[src/sv/rbs_pkg.sv]
// Package for the room booking scheduler.
// Holds the room table entry type, field widths, opcodes and reset constants.
// No dependencies.
package rbs_pkg;

    localparam int TIME_W       = 48;
    localparam int BOOK_W       = 32;
    localparam int STAMP_W      = 32;
    localparam int ROOM_COUNT_W = 5;
    localparam int ROOM_OUT_W   = 4;
    localparam int MOST_W       = 5;

    localparam int MAX_ROOMS_DEF = 16;

    localparam logic [ROOM_COUNT_W-1:0] ROOM_COUNT_RST = 5'd16;

    // opcode in tuser
    localparam logic OPC_CLEAR = 1'b0;
    localparam logic OPC_BOOK  = 1'b1;

    // most_booked code when no room has a booking
    localparam logic [MOST_W-1:0] MOST_NONE = 5'h1F;

    typedef struct packed {
        logic [TIME_W-1:0] free_time;
        logic [BOOK_W-1:0] bookings;
    } rbs_entry_t;

    typedef struct packed {
        logic rd_en;
        logic wr_en;
        logic clear;
    } rbs_tbl_ctrl_t;

endpackage

[src/sv/rbs_room_table.sv]
// Room table: free time and booking count per room in one synchronous RAM.
// Registered read; per-entry valid bits make unwritten rooms read as zero.
// Depends on rbs_pkg.
module rbs_room_table #(
    parameter int MAX_ROOMS = rbs_pkg::MAX_ROOMS_DEF,
    parameter int IDX_W     = 4
) (
    input  logic                  aclk,
    input  logic                  aresetn,
    input  rbs_pkg::rbs_tbl_ctrl_t ctrl,
    input  logic [IDX_W-1:0]      rd_addr,
    input  logic [IDX_W-1:0]      wr_addr,
    input  rbs_pkg::rbs_entry_t   wr_data,
    output rbs_pkg::rbs_entry_t   rd_data
);
    import rbs_pkg::*;

    rbs_entry_t           mem [MAX_ROOMS];
    logic [MAX_ROOMS-1:0] vld_reg;
    rbs_entry_t           rd_mem_reg;
    logic                 rd_vld_reg;

    always_ff @(posedge aclk) begin
        if (ctrl.wr_en) begin
            mem[wr_addr] <= wr_data;
        end
        if (ctrl.rd_en) begin
            rd_mem_reg <= mem[rd_addr];
        end
    end

    always_ff @(posedge aclk) begin
        if (!aresetn) begin
            vld_reg    <= '0;
            rd_vld_reg <= 1'b0;
        end else begin
            if (ctrl.clear) begin
                vld_reg <= '0;
            end else if (ctrl.wr_en) begin
                vld_reg[wr_addr] <= 1'b1;
            end
            if (ctrl.rd_en) begin
                rd_vld_reg <= vld_reg[rd_addr];
            end
        end
    end

    assign rd_data = rd_vld_reg ? rd_mem_reg : '0;

endmodule

[src/sv/room_booking_scheduler.sv]
// Room booking scheduler: gives each booking the lowest room in use that is free
// at its start, or else the room that frees first (lower index on a tie), delaying
// the meeting to that time. A booking is scanned through the room table read port,
// one room per cycle over the rooms in use, then written back when the output is free;
// a clear item only waits for the output. Results sit in an output register, so a
// new item is taken while the previous result waits.
// Depends on rbs_pkg and rbs_room_table.
module room_booking_scheduler #(
    parameter int MAX_ROOMS = rbs_pkg::MAX_ROOMS_DEF
) (
    input  logic                              aclk,
    input  logic                              aresetn,
    input  logic                              cfg_we,
    input  logic [rbs_pkg::ROOM_COUNT_W-1:0]  cfg_wdata,
    input  logic                              s_tvalid,
    output logic                              s_tready,
    input  logic [63:0]                       s_tdata,   // start_time[31:0], end_time[63:32]
    input  logic                              s_tuser,   // opcode
    output logic                              m_tvalid,
    input  logic                              m_tready,
    output logic [63:0]                       m_tdata,   // assigned_room[3:0], begin_time[51:4],
                                                         // most_booked[56:52], zero pad
    output logic                              m_tuser    // out_of_order
);
    import rbs_pkg::*;

    localparam int IDX_W  = (MAX_ROOMS > 1) ? $clog2(MAX_ROOMS) : 1;
    localparam int NUM_W  = $clog2(MAX_ROOMS + 1);
    localparam int RC_W   = (NUM_W > ROOM_COUNT_W) ? NUM_W : ROOM_COUNT_W;

    localparam logic [2:0] ST_IDLE  = 3'd0;
    localparam logic [2:0] ST_SCAN  = 3'd1;
    localparam logic [2:0] ST_DRAIN = 3'd2;
    localparam logic [2:0] ST_WB    = 3'd3;
    localparam logic [2:0] ST_CLR   = 3'd4;

    logic [2:0]              state_reg, state_next;
    logic [ROOM_COUNT_W-1:0] room_count_reg;
    logic [STAMP_W-1:0]      start_reg, start_next;
    logic [STAMP_W-1:0]      end_reg, end_next;
    logic [STAMP_W-1:0]      last_start_reg, last_start_next;
    logic                    ooo_reg, ooo_next;
    logic [IDX_W-1:0]        issue_idx_reg, issue_idx_next;
    logic                    rd_vld_reg;
    logic [IDX_W-1:0]        rd_idx_reg;
    logic                    found_reg, found_next;
    logic [IDX_W-1:0]        sel_idx_reg, sel_idx_next;
    logic [TIME_W-1:0]       sel_free_reg, sel_free_next;
    logic [BOOK_W-1:0]       sel_cnt_reg, sel_cnt_next;
    logic [BOOK_W-1:0]       best_cnt_reg, best_cnt_next;
    logic [IDX_W-1:0]        best_idx_reg, best_idx_next;
    logic                    m_tvalid_reg, m_tvalid_next;
    logic [63:0]             m_tdata_reg, m_tdata_next;
    logic                    m_tuser_reg, m_tuser_next;

    rbs_tbl_ctrl_t           tbl_ctrl;
    rbs_entry_t              rd_entry;
    rbs_entry_t              wr_entry;

    logic [RC_W-1:0]         rc_ext, rc_use;
    logic [IDX_W-1:0]        last_idx;
    logic                    accept, out_free;
    logic [TIME_W-1:0]       start_ext;
    logic                    hit;
    logic [TIME_W-1:0]       begin_w;
    logic [STAMP_W-1:0]      dur;
    logic [TIME_W:0]         fin_sum;
    logic [TIME_W-1:0]       fin;
    logic                    cnt_sat;
    logic [BOOK_W-1:0]       cnt_new;
    logic [IDX_W+ROOM_OUT_W-1:0] room_wide;
    logic [IDX_W+MOST_W-1:0]     most_wide;
    logic [MOST_W-1:0]       most_code;

    // rooms in use, clamped to 1..MAX_ROOMS
    always_comb begin
        rc_ext = RC_W'(room_count_reg);
        if (rc_ext == '0) begin
            rc_use = RC_W'(1);
        end else if (rc_ext > RC_W'(MAX_ROOMS)) begin
            rc_use = RC_W'(MAX_ROOMS);
        end else begin
            rc_use = rc_ext;
        end
    end
    assign last_idx = IDX_W'(rc_use - RC_W'(1));

    assign s_tready = (state_reg == ST_IDLE);
    assign accept   = s_tvalid && s_tready;
    assign out_free = !m_tvalid_reg || m_tready;

    assign start_ext = TIME_W'(start_reg);
    assign hit       = rd_entry.free_time <= start_ext;

    assign begin_w = found_reg ? start_ext : sel_free_reg;
    assign dur     = (end_reg > start_reg) ? (end_reg - start_reg) : '0;
    assign fin_sum = {1'b0, begin_w} + (TIME_W + 1)'(dur);
    assign fin     = fin_sum[TIME_W] ? {TIME_W{1'b1}} : fin_sum[TIME_W-1:0];
    assign cnt_sat = (sel_cnt_reg == {BOOK_W{1'b1}});
    assign cnt_new = cnt_sat ? sel_cnt_reg : sel_cnt_reg + BOOK_W'(1);

    assign wr_entry.free_time = fin;
    assign wr_entry.bookings  = cnt_new;

    assign tbl_ctrl.rd_en = (state_reg == ST_SCAN);
    assign tbl_ctrl.wr_en = (state_reg == ST_WB) && out_free;
    assign tbl_ctrl.clear = accept && (s_tuser == OPC_CLEAR);

    // running most-booked room: only the room written back can overtake it
    always_comb begin
        best_cnt_next = best_cnt_reg;
        best_idx_next = best_idx_reg;
        if (accept && (s_tuser == OPC_CLEAR)) begin
            best_cnt_next = '0;
            best_idx_next = '0;
        end else if ((state_reg == ST_WB) && out_free && !cnt_sat) begin
            if (cnt_new > best_cnt_reg) begin
                best_cnt_next = cnt_new;
                best_idx_next = sel_idx_reg;
            end else if (cnt_new == best_cnt_reg && sel_idx_reg < best_idx_reg) begin
                best_idx_next = sel_idx_reg;
            end
        end
    end

    assign room_wide = {{ROOM_OUT_W{1'b0}}, sel_idx_reg};
    assign most_wide = {{MOST_W{1'b0}}, best_idx_next};
    assign most_code = (best_cnt_next == '0) ? MOST_NONE : most_wide[MOST_W-1:0];

    always_comb begin
        state_next      = state_reg;
        start_next      = start_reg;
        end_next        = end_reg;
        last_start_next = last_start_reg;
        ooo_next        = ooo_reg;
        issue_idx_next  = issue_idx_reg;
        found_next      = found_reg;
        sel_idx_next    = sel_idx_reg;
        sel_free_next   = sel_free_reg;
        sel_cnt_next    = sel_cnt_reg;
        m_tvalid_next   = m_tvalid_reg && !m_tready;
        m_tdata_next    = m_tdata_reg;
        m_tuser_next    = m_tuser_reg;

        // search over the read stream: first free room, else earliest free
        if (rd_vld_reg && !found_reg) begin
            if (hit) begin
                found_next    = 1'b1;
                sel_idx_next  = rd_idx_reg;
                sel_free_next = rd_entry.free_time;
                sel_cnt_next  = rd_entry.bookings;
            end else if (rd_idx_reg == '0 || rd_entry.free_time < sel_free_reg) begin
                sel_idx_next  = rd_idx_reg;
                sel_free_next = rd_entry.free_time;
                sel_cnt_next  = rd_entry.bookings;
            end
        end

        case (state_reg)
            ST_IDLE: begin
                if (accept) begin
                    if (s_tuser == OPC_CLEAR) begin
                        last_start_next = '0;
                        state_next      = ST_CLR;
                    end else begin
                        start_next      = s_tdata[31:0];
                        end_next        = s_tdata[63:32];
                        ooo_next        = s_tdata[31:0] < last_start_reg;
                        last_start_next = s_tdata[31:0];
                        issue_idx_next  = '0;
                        found_next      = 1'b0;
                        state_next      = ST_SCAN;
                    end
                end
            end
            ST_SCAN: begin
                if (issue_idx_reg == last_idx) begin
                    state_next = ST_DRAIN;
                end else begin
                    issue_idx_next = issue_idx_reg + IDX_W'(1);
                end
            end
            ST_DRAIN: begin
                state_next = ST_WB;
            end
            ST_WB: begin
                if (out_free) begin
                    m_tvalid_next = 1'b1;
                    m_tdata_next  = {7'b0, most_code, begin_w,
                                     room_wide[ROOM_OUT_W-1:0]};
                    m_tuser_next  = ooo_reg;
                    state_next    = ST_IDLE;
                end
            end
            ST_CLR: begin
                if (out_free) begin
                    m_tvalid_next = 1'b1;
                    m_tdata_next  = {7'b0, MOST_NONE, {TIME_W{1'b0}}, {ROOM_OUT_W{1'b0}}};
                    m_tuser_next  = 1'b0;
                    state_next    = ST_IDLE;
                end
            end
            default: begin
                state_next = ST_IDLE;
            end
        endcase
    end

    always_ff @(posedge aclk) begin
        if (!aresetn) begin
            state_reg      <= ST_IDLE;
            room_count_reg <= ROOM_COUNT_RST;
            last_start_reg <= '0;
            best_cnt_reg   <= '0;
            best_idx_reg   <= '0;
            found_reg      <= 1'b0;
            rd_vld_reg     <= 1'b0;
            m_tvalid_reg   <= 1'b0;
        end else begin
            state_reg      <= state_next;
            if (cfg_we) begin
                room_count_reg <= cfg_wdata;
            end
            last_start_reg <= last_start_next;
            best_cnt_reg   <= best_cnt_next;
            best_idx_reg   <= best_idx_next;
            found_reg      <= found_next;
            rd_vld_reg     <= (state_reg == ST_SCAN);
            m_tvalid_reg   <= m_tvalid_next;
        end
    end

    always_ff @(posedge aclk) begin
        start_reg     <= start_next;
        end_reg       <= end_next;
        ooo_reg       <= ooo_next;
        issue_idx_reg <= issue_idx_next;
        rd_idx_reg    <= issue_idx_reg;
        sel_idx_reg   <= sel_idx_next;
        sel_free_reg  <= sel_free_next;
        sel_cnt_reg   <= sel_cnt_next;
        m_tdata_reg   <= m_tdata_next;
        m_tuser_reg   <= m_tuser_next;
    end

    rbs_room_table #(
        .MAX_ROOMS (MAX_ROOMS),
        .IDX_W     (IDX_W)
    ) u_table (
        .aclk    (aclk),
        .aresetn (aresetn),
        .ctrl    (tbl_ctrl),
        .rd_addr (issue_idx_reg),
        .wr_addr (sel_idx_reg),
        .wr_data (wr_entry),
        .rd_data (rd_entry)
    );

    assign m_tvalid = m_tvalid_reg;
    assign m_tdata  = m_tdata_reg;
    assign m_tuser  = m_tuser_reg;

    // a fresh result only follows a write-back or clear step
    a_result_source: assert property (@(posedge aclk) disable iff (!aresetn)
        $rose(m_tvalid) |-> ($past(state_reg) == ST_WB || $past(state_reg) == ST_CLR))
        else $error("result raised outside write-back or clear");

    // the chosen room is always one of the rooms in use
    a_room_in_range: assert property (@(posedge aclk) disable iff (!aresetn)
        (state_reg == ST_WB) |-> (sel_idx_reg <= last_idx))
        else $error("selected room beyond rooms in use");

    // a meeting never begins before its requested start
    a_no_early_begin: assert property (@(posedge aclk) disable iff (!aresetn)
        (state_reg == ST_WB) |-> (begin_w >= start_ext))
        else $error("begin time earlier than start time");

endmodule

[config.mk]
export PLATFORM = sky130hd
export DESIGN_NAME = room_booking_scheduler
export DESIGN_NICKNAME = d
export VERILOG_FILES = /design/src/sv/rbs_pkg.sv /design/src/sv/rbs_room_table.sv /design/src/sv/room_booking_scheduler.sv
export SDC_FILE = /design/constraint.sdc
export NUM_CORES = 2
export LEC_CHECK = 0
export ABC_CLOCK_PERIOD_IN_PS = 12350
export BUFFER_PORTS_ARGS = -buffer_cell sky130_fd_sc_hd__clkbuf_2
export CAP_MARGIN = 0
export CORE_ASPECT_RATIO = 0.75
export CORE_MARGIN = 2
export CORE_UTILIZATION = 59
export CTS_BUF_LIST = sky130_fd_sc_hd__clkbuf_8
export DETAILED_ROUTE_END_ITERATION = 6
export GPL_TIMING_DRIVEN = 0
export PLACE_DENSITY = 0.79
export SLEW_MARGIN = 10
export SYNTH_ARGS = -nofsm -noshare
export SYNTH_HDL_FRONTEND = slang
export SYNTH_SLANG_ARGS = --single-unit
[constraint.sdc]
create_clock -name aclk -period 12.35 [get_ports aclk]
set_clock_uncertainty 0.15 [all_clocks]
set_input_delay 1.8525 -clock aclk [delete_from_list [all_inputs] [get_ports aclk]]
set_output_delay 1.8525 -clock aclk [all_outputs]
set_load 0.02 [all_outputs]
==> qor.csv <==
stage,metric,value,unit
outcome,status,completed,
synthesis,sequential-to-total area share from yosys stat,69.6,%
synthesis,Synth Warn #,0,
grt,Congestion Overflow GR,0,
sta,final hold violations,0,
cts,Max clock buf depth,3,
synthesis,post-synthesis register bit count,1671,
synthesis,area fraction of the dominant cell type after synthesis,66.8,%
power,clock power share,32.1,%
cts,CTS Buf Count,233,
placement,GPL Wtd Cong,0.999,
synthesis,largest family of logic cells by synthesized area,multiplexers,
route,via total after detailed routing,41416,
sta,Final WS setup,2.17,ns
finish,number of flip-flops in the largest register,1280,
floorplan,Ports,142,
floorplan,initial core utilization,59.7,%
synthesis,xor/xnor share of the synthesized area,1.08,%
finish,area of the multi-input gates,20500,um2
hold_path,HP Class,reg -> reg,
hold_path,Worst Hold Depth,2,
setup_path,startpoint type of the worst setup path,flop,
sta,Setup TNS,0,ns
cts,clock slew at reported path FFs,0.07,ns
synthesis,post-synthesis average cell area,17.4,um2
setup_path,Reg2Reg Setup Slack,2.17,ns
route,Antenna Nets Post-Route,0,
cts,Worst-Skew Late Latency,1.00,ns
route,post-route DRC violation count,0,
setup_path,Worst path max stage delay,0.94,ns
floorplan,Die W,404,um
synthesis,Synth area leaders,"edfxtp_1 (67%), mux4_2 (13%), ha_1 (3.8%)",
setup_path,Reg2Reg Depth,22,
synthesis,Post-synth ARST share,0,%
setup_path,Slowest cell on crit path,o21ai_1,
synthesis,"area leader, netlist",edfxtp_1,
setup_path,signal arrival time at the worst endpoint,10.52,ns
setup_path,"critical path fanouts, max",16,
power,Leakage,27.4,nW
placement,dpl ws,3.05,ns
power,sw power,3.73,mW
synthesis,Post-Syn Area,70700,um2
cts,clock root buffer master,clkbuf_8,
route,DRT Pass-1 Iters,6,
power,Cell Pwr Density,167,nW/um2
sta,min Tclk post-route,10.18,ns
route,Starting DRT DRC Count,5964,
finish,sequential cell area,49200,um2
floorplan,core area,118000,um2
synthesis,Simple-Gate Fraction of Synth Area,5.51,%
floorplan,Cell Rows,109,
synthesis,top_reg_cell synth,edfxtp_1,
grt,largest net degree at the start of global routing,50,
cts,hold buffer count at CTS,0,
power,Max rail drop VDD,0.133,mV
synthesis,synth cell count leaders,"edfxtp_1 (1571), mux4_2 (405), ha_1 (212), nor2_1 (212), nand2_1 (177)",
finish,Fillers,7448,
grt,initial antenna violation count,8,
placement,HPWL after detailed placement,132,mm
cts,H-tree Lvls,4,
setup_path,CP required,12.69,ns
sta,Setup Viol. Count Final,0,
synthesis,synth unique cells,82,
flow_run,Max Cap Viol,0,
power,logic gate share of total power,17.0,%
synthesis,Cells after Synth,4051,
synthesis,mux cell area share after synthesis,13.2,%
sta,Hold Slack,0.316,ns
cts,clock sinks,1671,
sta,Fmax,98.3,MHz
grt,first-pass GRT wire length,273,mm
floorplan,Die Height,304,um
sta,slew margin rel.,7.04,%
setup_path,worst path cell trace,ha_1 > fa_1 > nor2b_1 > o31a_1 > o2111ai_1 > a2111oi_2 > or2_2 > a31oi_1 > a21o_1 > clkbuf_1 > nor3b_1 > ha_1 > and3_1 > a221oi_1 > and3b_1 > a21o_1 > o21ai_1 > o21ai_1 > a21oi_2 > nand2_1 > clkbuf_1 > nand2_1,
sta,Final Slew Violations,0,
setup_path,endpoint class of the critical path,flop,
floorplan,die footprint,123000,um2
finish,nets@finish,4842,
power,Final Total Pwr,13.4,mW
synthesis,Post-synth EDFFs,1571,
cts,PostCTS Resize Cnt,0,
grt,vias in the first global route,40593,
sta,Slew @ Worst Pin,1.39,ns
cts,CTS tree,yes,
finish,Syn-to-layout area delta,13.6,%
grt,All-Layer GR Usage,31.1,%
cts,Post CTS Setup Buffer Count,0,
route,overall routed net length,190,mm
finish,share of layout cells above drive strength 1,22.9,%
power,Reg power frac,51.0,%
sta,RSZ-0062 raised after global routing,false,
finish,final core occ,67.8,%
setup_path,critical path class,reg -> reg,
sta,period utilization,82.4,%
synthesis,Adder-Cell Fraction of Synth Area,3.81,%
power,Cell Int Power,9.66,mW
synthesis,Synth Area in Compound Gates,4.82,%
power,Net Sw Frac,27.9,%
placement,port bufs,131,
route,post-DR wirelength/cell,30.1,um
synthesis,most common cell in the netlist,edfxtp_1,
route,vias per cell,6.56,
cell families after synthesis:
family                     Yosys count
DFF                               1671
and+or+nand+nor                    784
AOI/OAI and AO/OA                  510
muxes                              426
buffers and inverters              358
adders and majority gates          214
xor gates and xnor gates            87
other                                1
final timing paths:
kind	from	endpoint
setup reg to reg	start_reg[0]	u_table.mem[10][57]
setup / recovery	start_reg[0]	u_table.mem[10][57]
hold / removal	last_start_reg[27]	last_start_reg[27]
hold reg to reg	last_start_reg[27]	last_start_reg[27]
power groups by stage:
| stage | combinational, mW | sequential, mW | clock (mW) |
|---|---|---|---|
| finish | 2.27 | 6.82 | 4.29 |
| global route | 2.42 | 6.83 | 4.56 |
| CTS | 2.24 | 6.82 | 4.33 |
| detailed placement | 2.22 | 6.94 | 0 |
| global placement | 2.11 | 6.97 | 0 |
| floorplan | 1.43 | 6.92 | 0 |
stage by stage:
stage               cell area (um2)  cells
detailed placement            75500   5872
global placement              73300   5742
finish                        80300   6316
floorplan                     70700   4057
CTS                           80100   6312
global route                  80300   6314
area by class of cell:
class | instances | share of cell area [%]
flip-flops and latches | 1671 | 61.3
multi-input cells | 2028 | 25.5
clock buffers | 237 | 4.06
repair buffers | 261 | 3.25
well taps | 1554 | 2.42
clock inverters | 203 | 1.70
plain buffers | 188 | 0.952
inverters | 170 | 0.801
diodes | 4 | 0.0125
worst max-delay path: cells and delay by family (launching register included):
kind | cells | cell delay (ns)
AOI/OAI and AO/OA | 10 | 3.99
and+or+nand+nor | 7 | 2.72
buffers and inverters | 2 | 1.27
adders and majority gates | 3 | 1.07
DFF | 1 | 0.45
layout by cell type (no fill, tap or decap), drive strengths merged, types with 9 or more instances in the layout:
cell / netlist / final
a211oi: 31 / 31
a21boi: 37 / 37
a21o: 56 / 56
a21oi: 132 / 132
a31oi: 18 / 18
and2: 85 / 85
and3: 23 / 23
buf: 44 / 170
bufinv: 0 / 15
clkbuf: 144 / 515
clkinv: 2 / 117
dfxtp: 100 / 100
edfxtp: 1571 / 1571
ha: 212 / 212
inv: 168 / 235
mux2i: 17 / 17
mux4: 405 / 405
nand2: 177 / 177
nand2b: 22 / 22
nand3: 58 / 58
nand4: 54 / 54
nor2: 213 / 213
nor2b: 32 / 32
nor3: 52 / 52
nor4: 30 / 30
o211ai: 9 / 9
o21a: 11 / 11
o21ai: 106 / 106
o21bai: 11 / 11
o31a: 37 / 37
o31ai: 10 / 10
or2: 9 / 9
xnor2: 46 / 46
xor2: 41 / 41
layer usage:
metal  GRT usage, %  share of wire, %  wire length (um)
met2           46.1                45             85900
met3           9.90                13             25600
met4           10.1               3.0              5620
met5              0             0.039                74
met1           44.5                38             73100
(Power assumes the default switching activity.)
